`src/rtl/olr_pkg.sv`:
```
package olr_pkg;

  localparam int unsigned CoordW   = 6;
  localparam int unsigned DimW     = 7;
  localparam int unsigned CharW    = 8;
  localparam int unsigned DefMaxDim = 64;

  typedef logic [CoordW-1:0] coord_t;
  typedef logic [DimW-1:0]   dim_t;
  typedef logic [CharW-1:0]  pix_t;

  typedef enum logic [1:0] {
    STAT_CELL     = 2'd0,
    STAT_OUTSIDE  = 2'd1,
    STAT_NOT_DIAG = 2'd2
  } status_e;

  typedef enum logic {
    REG_ROW_COUNT = 1'b0,
    REG_COL_COUNT = 1'b1
  } reg_idx_e;

  typedef enum logic [1:0] {
    ST_IDLE,
    ST_CHECK,
    ST_RUN
  } state_e;

  // one step of the walker: next point plus end flag
  typedef struct packed {
    coord_t next_row;
    coord_t next_col;
    logic   at_end;
  } step_t;

endpackage

```
`src/rtl/olr_check.sv`:
```
module olr_check (
  input  logic          opcode_i,
  input  olr_pkg::coord_t start_row_i,
  input  olr_pkg::coord_t start_col_i,
  input  olr_pkg::coord_t end_row_i,
  input  olr_pkg::coord_t end_col_i,
  input  olr_pkg::dim_t   rows_i,
  input  olr_pkg::dim_t   cols_i,
  output olr_pkg::status_e status_o
);
  import olr_pkg::*;

  logic   start_in, end_in;
  coord_t dr, dc;

  function automatic logic is_inside(coord_t r, coord_t c, dim_t nr, dim_t nc);
    logic ok;
    ok = (r != '0) && ((DimW'(r) + 7'd1) < nr) &&
         (c != '0) && ((DimW'(c) + 7'd1) < nc);
    return ok;
  endfunction

  assign start_in = is_inside(start_row_i, start_col_i, rows_i, cols_i);
  assign end_in   = is_inside(end_row_i, end_col_i, rows_i, cols_i);
  assign dr = (start_row_i > end_row_i) ? start_row_i - end_row_i : end_row_i - start_row_i;
  assign dc = (start_col_i > end_col_i) ? start_col_i - end_col_i : end_col_i - start_col_i;

  always_comb begin
    if (!start_in || (!opcode_i && !end_in)) begin
      status_o = STAT_OUTSIDE;
    end else if (!opcode_i && dr != '0 && dc != '0 && dr != dc) begin
      status_o = STAT_NOT_DIAG;
    end else begin
      status_o = STAT_CELL;
    end
  end

endmodule

```
`src/rtl/olr_step.sv`:
```
module olr_step (
  input  olr_pkg::coord_t cur_row_i,
  input  olr_pkg::coord_t cur_col_i,
  input  olr_pkg::coord_t tgt_row_i,
  input  olr_pkg::coord_t tgt_col_i,
  output olr_pkg::step_t  step_o
);
  import olr_pkg::*;

  always_comb begin
    step_o.at_end = (cur_row_i == tgt_row_i) && (cur_col_i == tgt_col_i);
    if (cur_row_i < tgt_row_i) begin
      step_o.next_row = cur_row_i + 6'd1;
    end else if (cur_row_i > tgt_row_i) begin
      step_o.next_row = cur_row_i - 6'd1;
    end else begin
      step_o.next_row = cur_row_i;
    end
    if (cur_col_i < tgt_col_i) begin
      step_o.next_col = cur_col_i + 6'd1;
    end else if (cur_col_i > tgt_col_i) begin
      step_o.next_col = cur_col_i - 6'd1;
    end else begin
      step_o.next_col = cur_col_i;
    end
  end

endmodule

```
`src/rtl/octilinear_line_rasterizer_unit.sv`:
```
// Flow: a command is captured on input transfer, checked in ST_CHECK, then walked in ST_RUN.
// A command yields N cells, N = cells on the line (1..62), or a single reject item; the single
//   step unit walks one cell a cycle while the output is not stalled.
// Output stalls hold the walker; a new command is taken only after the last item is loaded.
// Reset (rst_ni low, async): sequencer idle, output empty, row/column counts set to 64.
module octilinear_line_rasterizer_unit #(
  parameter int unsigned MAX_DIM = olr_pkg::DefMaxDim
) (
  input  logic        clk_i,
  input  logic        rst_ni,
  input  logic        cfg_we_i,
  input  logic        cfg_idx_i,
  input  logic [6:0]  cfg_data_i,
  input  logic        s_axis_tvalid,
  output logic        s_axis_tready,
  // start_row[5:0], start_col[11:6], end_row[17:12], end_col[23:18], pixel_char[31:24]
  input  logic [31:0] s_axis_tdata,
  // opcode[0]
  input  logic        s_axis_tuser,
  output logic        m_axis_tvalid,
  input  logic        m_axis_tready,
  // cell_row[5:0], cell_col[11:6], cell_char[19:12], zero[23:20]
  output logic [23:0] m_axis_tdata,
  // status[1:0]
  output logic [1:0]  m_axis_tuser,
  output logic        m_axis_tlast
);
  import olr_pkg::*;

  state_e  state_q, state_d;
  dim_t    rows_q, cols_q, rows_eff, cols_eff;
  logic    op_q;
  coord_t  sr_q, sc_q, er_q, ec_q;
  pix_t    ch_q;
  coord_t  cur_r_q, cur_r_d, cur_c_q, cur_c_d, tgt_r_q, tgt_r_d, tgt_c_q, tgt_c_d;
  status_e chk_status;
  step_t   step;

  logic    out_free, load_out;
  logic    ov_q;
  coord_t  or_q, oc_q, or_d, oc_d;
  pix_t    och_q, och_d;
  status_e ost_q, ost_d;
  logic    olast_q, olast_d;

  // config registers
  always_ff @(posedge clk_i or negedge rst_ni) begin
    if (!rst_ni) begin
      rows_q <= 7'd64;
      cols_q <= 7'd64;
    end else if (cfg_we_i) begin
      unique case (reg_idx_e'(cfg_idx_i))
        REG_ROW_COUNT: rows_q <= cfg_data_i;
        REG_COL_COUNT: cols_q <= cfg_data_i;
        default: ;
      endcase
    end
  end

  assign rows_eff = (rows_q > DimW'(MAX_DIM)) ? DimW'(MAX_DIM) : rows_q;
  assign cols_eff = (cols_q > DimW'(MAX_DIM)) ? DimW'(MAX_DIM) : cols_q;

  assign s_axis_tready = (state_q == ST_IDLE);

  always_ff @(posedge clk_i) begin
    if (s_axis_tvalid && s_axis_tready) begin
      op_q <= s_axis_tuser;
      sr_q <= s_axis_tdata[5:0];
      sc_q <= s_axis_tdata[11:6];
      er_q <= s_axis_tdata[17:12];
      ec_q <= s_axis_tdata[23:18];
      ch_q <= s_axis_tdata[31:24];
    end
  end

  olr_check u_check (
    .opcode_i    (op_q),
    .start_row_i (sr_q),
    .start_col_i (sc_q),
    .end_row_i   (er_q),
    .end_col_i   (ec_q),
    .rows_i      (rows_eff),
    .cols_i      (cols_eff),
    .status_o    (chk_status)
  );

  olr_step u_step (
    .cur_row_i (cur_r_q),
    .cur_col_i (cur_c_q),
    .tgt_row_i (tgt_r_q),
    .tgt_col_i (tgt_c_q),
    .step_o    (step)
  );

  assign out_free = !ov_q || m_axis_tready;

  // next state
  always_comb begin
    state_d = state_q;
    unique case (state_q)
      ST_IDLE:  if (s_axis_tvalid) state_d = ST_CHECK;
      ST_CHECK: begin
        if (chk_status != STAT_CELL) begin
          if (out_free) state_d = ST_IDLE;
        end else begin
          state_d = ST_RUN;
        end
      end
      ST_RUN:   if (out_free && step.at_end) state_d = ST_IDLE;
      default:  state_d = ST_IDLE;
    endcase
  end

  // datapath and output control
  always_comb begin
    cur_r_d  = cur_r_q;
    cur_c_d  = cur_c_q;
    tgt_r_d  = tgt_r_q;
    tgt_c_d  = tgt_c_q;
    load_out = 1'b0;
    or_d     = '0;
    oc_d     = '0;
    och_d    = '0;
    ost_d    = STAT_CELL;
    olast_d  = 1'b1;
    unique case (state_q)
      ST_CHECK: begin
        cur_r_d = sr_q;
        cur_c_d = sc_q;
        // upward run ends at row 1 of the start column
        tgt_r_d = op_q ? 6'd1 : er_q;
        tgt_c_d = op_q ? sc_q : ec_q;
        if (chk_status != STAT_CELL && out_free) begin
          load_out = 1'b1;
          ost_d    = chk_status;
        end
      end
      ST_RUN: begin
        if (out_free) begin
          load_out = 1'b1;
          or_d     = cur_r_q;
          oc_d     = cur_c_q;
          och_d    = ch_q;
          olast_d  = step.at_end;
          cur_r_d  = step.next_row;
          cur_c_d  = step.next_col;
        end
      end
      default: ;
    endcase
  end

  always_ff @(posedge clk_i or negedge rst_ni) begin
    if (!rst_ni) begin
      state_q <= ST_IDLE;
      ov_q    <= 1'b0;
    end else begin
      state_q <= state_d;
      if (load_out) begin
        ov_q <= 1'b1;
      end else if (m_axis_tready) begin
        ov_q <= 1'b0;
      end
    end
  end

  always_ff @(posedge clk_i) begin
    cur_r_q <= cur_r_d;
    cur_c_q <= cur_c_d;
    tgt_r_q <= tgt_r_d;
    tgt_c_q <= tgt_c_d;
    if (load_out) begin
      or_q    <= or_d;
      oc_q    <= oc_d;
      och_q   <= och_d;
      ost_q   <= ost_d;
      olast_q <= olast_d;
    end
  end

  assign m_axis_tvalid = ov_q;
  assign m_axis_tdata  = {4'b0000, och_q, oc_q, or_q};
  assign m_axis_tuser  = ost_q;
  assign m_axis_tlast  = olast_q;

`ifndef NO_ASSERTIONS
  a_accept_to_check: assert property (@(posedge clk_i) disable iff (!rst_ni)
    s_axis_tvalid && s_axis_tready |=> state_q == ST_CHECK)
    else $error("accepted command did not enter check");

  a_reject_is_last: assert property (@(posedge clk_i) disable iff (!rst_ni)
    m_axis_tvalid && m_axis_tuser != STAT_CELL |-> m_axis_tlast && m_axis_tdata == '0)
    else $error("rejection item malformed");

  a_cell_in_interior: assert property (@(posedge clk_i) disable iff (!rst_ni)
    m_axis_tvalid && m_axis_tuser == STAT_CELL |->
      m_axis_tdata[5:0] != '0 && m_axis_tdata[11:6] != '0)
    else $error("cell written on border row or column");

  a_run_ends_idle: assert property (@(posedge clk_i) disable iff (!rst_ni)
    state_q == ST_RUN && out_free && step.at_end |=> state_q == ST_IDLE && m_axis_tlast)
    else $error("run did not close with last item");
`endif

endmodule

```
`config.mk`:
```
export PLATFORM = sky130hd
export DESIGN_NAME = octilinear_line_rasterizer_unit
export DESIGN_NICKNAME = d
export VERILOG_FILES = /design/src/rtl/olr_pkg.sv /design/src/rtl/olr_check.sv /design/src/rtl/olr_step.sv /design/src/rtl/octilinear_line_rasterizer_unit.sv
export SDC_FILE = /design/constraint.sdc
export NUM_CORES = 1
export LEC_CHECK = 0
export ABC_CLOCK_PERIOD_IN_PS = 10620
export CORE_ASPECT_RATIO = 1.75
export CORE_MARGIN = 4
export CORE_UTILIZATION = 60
export DETAILED_ROUTE_END_ITERATION = 8
export DONT_BUFFER_PORTS = 1
export HOLD_SLACK_MARGIN = 0.12
export PLACE_DENSITY = 0.83
export SLEW_MARGIN = 20
export SYNTH_ARGS = -nofsm -noshare
export SYNTH_HDL_FRONTEND = slang
export SYNTH_SLANG_ARGS = --single-unit
```
`constraint.sdc`:
```
create_clock -name clk_i -period 10.62 [get_ports clk_i]
set_clock_uncertainty 0.05 [all_clocks]
set_input_delay 0.531 -clock clk_i [delete_from_list [all_inputs] [get_ports clk_i]]
set_output_delay 0.531 -clock clk_i [all_outputs]
set_load 0.01 [all_outputs]
```
# Yosys cells after proc, flatten, opt, wreduce, memory -nomap -nowiden
# Cells that the tools add are included.
dict set report word_totals {
  reg_bits 97
  output_inout_bits 29
  word_cells 117
}
dict set report classes {
  n_addsub 12
  magnitude_cmp 12
  n_eq_ne 11
  muxes 25
  bitwise 1
  n_reduce_logical 37
}
# operator n
set op_table {}
lappend op_table {{6-bit two-way mux} 9}
lappend op_table {{6-bit nonzero test} 6}
lappend op_table {{6-bit by 1-bit adder with 7-bit output (second input constant)} 4}
lappend op_table {{7-bit less-than comparator} 4}
lappend op_table {{6-bit greater-than comparator} 4}
lappend op_table {{6-bit one-hot mux with 2 select lines} 2}
lappend op_table {{6-bit subtractor} 4}
lappend op_table {{7-bit greater-than comparator (second input constant)} 2}
lappend op_table {{1-bit logical AND} 14}
lappend op_table {{7-bit two-way mux} 2}
lappend op_table {{6-bit by 1-bit adder with 6-bit output (second input constant)} 2}
lappend op_table {{6-bit == test} 2}
lappend op_table {{6-bit less-than comparator} 2}
lappend op_table {{2-bit two-way mux} 6}
lappend op_table {{6-bit by 1-bit subtractor with 6-bit output (second input constant)} 2}
lappend op_table {{3-bit AND reduction} 3}
lappend op_table {{2-bit AND reduction} 4}
lappend op_table {{2-bit != test (second input constant)} 3}
lappend op_table {{3-bit by 1-bit != test with 1-bit output (second input constant)} 2}
lappend op_table {{6-bit != test} 1}
lappend op_table {{2-bit one-hot mux with 3 select lines} 1}
lappend op_table {{2-bit nonzero test} 3}
lappend op_table {{1-bit logical NOT} 4}
lappend op_table {{1-bit two-way mux} 4}
lappend op_table {{7 further kinds} 8}

# Longest topological paths before layout
dict set report logic_depth {
  depth_word 15
  mapped_depth 14
  ltp_nobuf 14
}

# By module
# A second synthesis with hierarchy kept.
dict set report hier_totals {
  hier_cells 588
  area_unflattened_um2 6647.6
}
# module instances cells_per_inst area_each_um2 seq_area_each_um2
set by_module_without_submodules {}
lappend by_module_without_submodules {octilinear_line_rasterizer_unit 1 209 3718.6 2830.2}
lappend by_module_without_submodules {olr_check 1 282 2179.6 0.0}
lappend by_module_without_submodules {olr_step 1 97 749.5 0.0}

# Worst setup path after synthesis
# No wires, ideal clock.
dict set report synth_path {
  path_kind {reg-to-reg}
  start {register sc_q[0]}
  end {register olast_q, in the netlist m_axis_tlast (enable)}
  arrival_time_ns 3.995
  required_time_ns 10.158
  path_slack_ns 6.164
  path_stages_with_launch 14
  path_cell_list {edfxtp_1 inv_1 ha_1 inv_1 fa_1 a211oi_1 or2_1 mux2_1 or3_1 and3_1 and4b_1 a41oi_2 a21oi_2 o22ai_1}
}
dict set report synth_via {
  elab_chain_len 11
  elab_cells_between_ends 21
  classes_between {3 x add/sub; 2 x order compare; 1 x eq/ne; 5 x mux; 10 x reduce/logical}
}
# item line
set synth_rtl {}
lappend synth_rtl {{from (decl)} octilinear_line_rasterizer_unit.sv:33} ;# coord_t sr_q, sc_q, er_q, ec_q;
lappend synth_rtl {{from (signal assigned)} octilinear_line_rasterizer_unit.sv:69} ;# sc_q <= s_axis_tdata[11:6];
lappend synth_rtl {{parallel branches: the longest is 6 deep, another holds 6-bit by 1-bit adder with 7-bit output} --}
lappend synth_rtl {{2-bit two-way mux (*)} olr_check.sv:29} ;# if (!start_in || (!opcode_i && !end_in)) begin
lappend synth_rtl {{2-bit nonzero test (*)} octilinear_line_rasterizer_unit.sv:133} ;# if (chk_status != STAT_CELL && out_free) begin
lappend synth_rtl {{1-bit logical AND (*)} octilinear_line_rasterizer_unit.sv:133}
lappend synth_rtl {{1-bit two-way mux (*)} octilinear_line_rasterizer_unit.sv:133}
lappend synth_rtl {{1-bit one-hot mux with 2 select lines (*)} octilinear_line_rasterizer_unit.sv:126} ;# unique case (state_q)
lappend synth_rtl {{via load_out} octilinear_line_rasterizer_unit.sv:39} ;# logic out_free, load_out;
lappend synth_rtl {{to (signal assigned)} octilinear_line_rasterizer_unit.sv:177} ;# olast_q <= olast_d;
lappend synth_rtl {{to (decl)} octilinear_line_rasterizer_unit.sv:44} ;# logic olast_q, olast_d;
# Mark *: on every way through the listed nets, which the timed path passes.
# A chain may end at the register's enable or synchronous reset.

# Final worst setup path
dict set report layout_path {
  start {register sc_q[0]}
  end {register or_q[5] (enable)}
}
dict set report layout_via {
  elab_chain_len 11
  elab_cells_between_ends 21
  classes_between {3 x add/sub; 2 x order compare; 1 x eq/ne; 5 x mux; 10 x reduce/logical}
}
# item line
set layout_rtl {}
lappend layout_rtl {{parallel branches: the longest is 6 deep, another holds 6-bit by 1-bit adder with 7-bit output} --}
lappend layout_rtl {{2-bit two-way mux (*)} olr_check.sv:29}
lappend layout_rtl {{2-bit nonzero test (*)} octilinear_line_rasterizer_unit.sv:133}
lappend layout_rtl {{1-bit logical AND (*)} octilinear_line_rasterizer_unit.sv:133}
lappend layout_rtl {{1-bit two-way mux (*)} octilinear_line_rasterizer_unit.sv:133}
lappend layout_rtl {{1-bit one-hot mux with 2 select lines (*)} octilinear_line_rasterizer_unit.sv:126}
lappend layout_rtl {{via load_out} octilinear_line_rasterizer_unit.sv:39}
lappend layout_rtl {{to (signal assigned)} octilinear_line_rasterizer_unit.sv:173} ;# or_q <= or_d;
lappend layout_rtl {{to (decl)} octilinear_line_rasterizer_unit.sv:41} ;# coord_t or_q, oc_q, or_d, oc_d;
# Marked as above.

==> flow_metrics.tcl <==
set metrics [dict create \
    fin_util 0.660 \
    fin_setup_tns_ps 0 \
    n_fill_cell 764 \
    arrival_ps 4330 \
    overflow 0 \
    cts_tree "yes" \
    antenna_found_initial 0 \
    dp_hpwl_um 10900 \
    cts_made_buffers 9 \
    swShare 0.422 \
    yosysTopAreaCell "edfxtp_1" \
    grt_use_met1 0.241 \
    maxSlewViolCount 0 \
    yosysMostFrequentCell "edfxtp_1" \
    grt_pass1_vias 4737 \
    grt_busiest_layer "met2" \
    synth_top_cells_by_area "edfxtp_1 37%, ha_1 15%, dfrtp_1 5.8%" \
    synth.top_cells.by_count "80 x edfxtp_1, 77 x ha_1, 56 x inv_1, 45 x nand2_1, 30 x a21oi_1" \
    cp.required_ps 10530 \
    cts_max_path_buffers 2 \
    p_switching_mw 0.930 \
    p_seq_frac 0.330 \
    synth_cell_types 68 \
    internal_power_mw 1.27 \
    path_class "flip-flop to flip-flop" \
    design_area_um2 6840 \
    place.gp.congestion 0.922 \
    path_max_fanout 23 \
    drt_pass1_iterations 6 \
    syn_area_um2 6430 \
    use_met3 0.0442 \
    path_cells "inv_1, ha_1, inv_1, fa_1, a211oi_1, or2_1, mux2_1, or3_1, and3_1, and4b_1, a41oi_2, a21oi_2, o22ai_2" \
    gr-usage-all-layers 0.230 \
    root_buffer "clkbuf_16" \
    num-nets-final 721 \
    rsz0062_at_grt "false" \
    endpoint_kind "flip-flop" \
    start_util 0.620 \
    cts.sinks 97 \
    final_layout_size_suffix_gt1_frac 0.0787 \
    die_x_um 86.2 \
    drt-initial-drc-count 278 \
    postCtsSetupBuffers 0 \
    worst_slack_ps 6200 \
    finalHoldViolations 0 \
    synth_edf_count 80 \
    synth_seq_cells 97 \
    use_met2 0.432 \
    ys_warn_count 0 \
    clk-insertion-delay-late_ps 350 \
    coreArea_um2 10400 \
    dp.cells 707 \
    setup_viol 0 \
    vias_per_cell 6.28 \
    drc 0 \
    h-tree-depth 3 \
    rows 49 \
    irDropWorstVdd_v 0.000266 \
    maxSlewHeadroom 0.246 \
    hold_class "input port to flip-flop" \
    dieHeight_um 145 \
    dpl_cell_area_um2 6510 \
    ys_async_sr_fraction 0.175 \
    slowest_stage "o22ai_2" \
    syn2layout_area_growth_pct 6.46 \
    p_leak_nw 2.97 \
    cts_resized 0 \
    clk_pin_slew_ps 70 \
    diodes 0 \
    p_clk_frac 0.158 \
    vias 4544 \
    max_freq_mhz 226 \
    place_ws_ps 6240 \
    fin_cells 724 \
    synth-seq-area-share 0.440 \
    grt_pass1_wl_um 22800 \
    synth_cells 595 \
    p_total_mw 2.20 \
    ant_nets 0 \
    ys.flop_type "edfxtp_1" \
    route.detailed.wl_per_inst_um 19.5 \
    ios 75 \
    whs_ps 227 \
    die_area_um2 12500 \
    grt_max_degree 45 \
    slowest_delay_ps 880 \
    p_per_area_nw_per_um2 322 \
    start_kind "flip-flop" \
    critPathMostFrequentCell "inv_1" \
    avgSynthCellArea_um2 10.8 \
    fin_crit_sh 0.416 \
    drt-total-wl_um 14100 \
    io_buffers 0 \
    status "finished clean" \
    cap_violations 0 \
    postCtsHoldBufs 1 \
    layout_min_cycle_time_ps 4420 \
    synth_top_cell_area_share 0.374 \
    worstMarginPinSlew_ps 1130 \
    combPwrFrac 0.512 \
]
power groups by stage:
stage	logic (mW)	registers [mW]	clock network, mW
after floorplan	0.885	0.693	0
after global placement	1.04	0.727	0
after detailed placement	1.10	0.734	0
after CTS	1.12	0.727	0.350
after global routing	1.25	0.741	0.369
final	1.13	0.726	0.348
cell families after synthesis:
| family | count (synthesis) | synth area share |
|---|---|---|
| compound gates | 107 | 0.110 |
| fa+ha+maj | 83 | 0.169 |
| mux | 25 | 0.0420 |
| other cells | 1 | 0.000583 |
| xor+xnor | 38 | 0.0551 |
| flops | 97 | 0.440 |
| buf+inv | 76 | 0.0487 |
| simple gates | 168 | 0.135 |
flip-flops by register name, summed over array words and instances (netlist names), 2 cells and up:
signal and count:
sc_q 6, oc_q 6, rows_q 7, m_axis_tuser 2, tgt_r_q 6, cur_c_q 6, ch_q 8, er_q 6
tgt_c_q 6, sr_q 6, or_q 6, ec_q 6, och_q 8, cur_r_q 6, cols_q 7, state_q 2
critical path: cells and delay by family (launching register included):
family	cells	cell delay, ps
compound gates	4	1450
fa+ha+maj	2	560
buf+inv	2	200
flops	1	520
mux	1	310
simple gates	4	910
path summary, 6_finish.rpt:
kind | endpoint | slack (ps) | depth (start not counted) | start
worst max-delay path | or_q[5]$_SDFFCE_PN0P_ | 6200 | 13 | sc_q[0]$_DFFE_PP_
worst min register to register | cols_q[4]$_DFFE_PN0P_ | 460 | 1 | cols_q[4]$_DFFE_PN0P_
worst max register to register | or_q[5]$_SDFFCE_PN0P_ | 6200 | 13 | sc_q[0]$_DFFE_PP_
min in group asynchronous | state_q[0]$_DFFE_PN0P_ | 670 | 1 | rst_ni
max in group asynchronous | rows_q[0]$_DFFE_PN0P_ | 9340 | 1 | rst_ni
worst min-delay path | sc_q[3]$_DFFE_PP_ | 230 | 0 | s_axis_tdata[9]
metal layers:
metal,part of all wire,vias up,routed length (um)
li1,-,2140,-
met5,0,-,0
met3,0.052,45,738
met1,0.36,2165,5120
met2,0.55,194,7680
met4,0.038,0,542
layout make-up:
class | count | area [um2] | area share
Sequential cell | 97 | 2830 | 0.414
Multi-Input combinational cell | 425 | 3300 | 0.483
Inverter | 57 | 214 | 0.0313
Clock inverter | 7 | 93.8 | 0.0137
Timing Repair Buffer | 2 | 17.5 | 0.00256
Tap cell | 127 | 159 | 0.0232
Clock buffer | 9 | 225 | 0.0329
layout by cell type (no fill, tap or decap), drive strengths merged, types with 4 or more instances in the layout:
cell and count:
and3 22, a21oi 31, xor2 12, a211oi 6, nand4 7, and2 4, edfxtp 80, nor3 7
o21ai 25, a21o 15, mux2i 9, nor2b 4, clkbuf 9, dfrtp 15, ha 77, xnor2 25
a221oi 6, mux2 16, clkinv 4, or2 4, nand3 26, nor4 4, nand3b 6, inv 57
nand2 45, nor2 28, conb 4, fa 6
No activity file was read; power rests on OpenSTA's default activity.
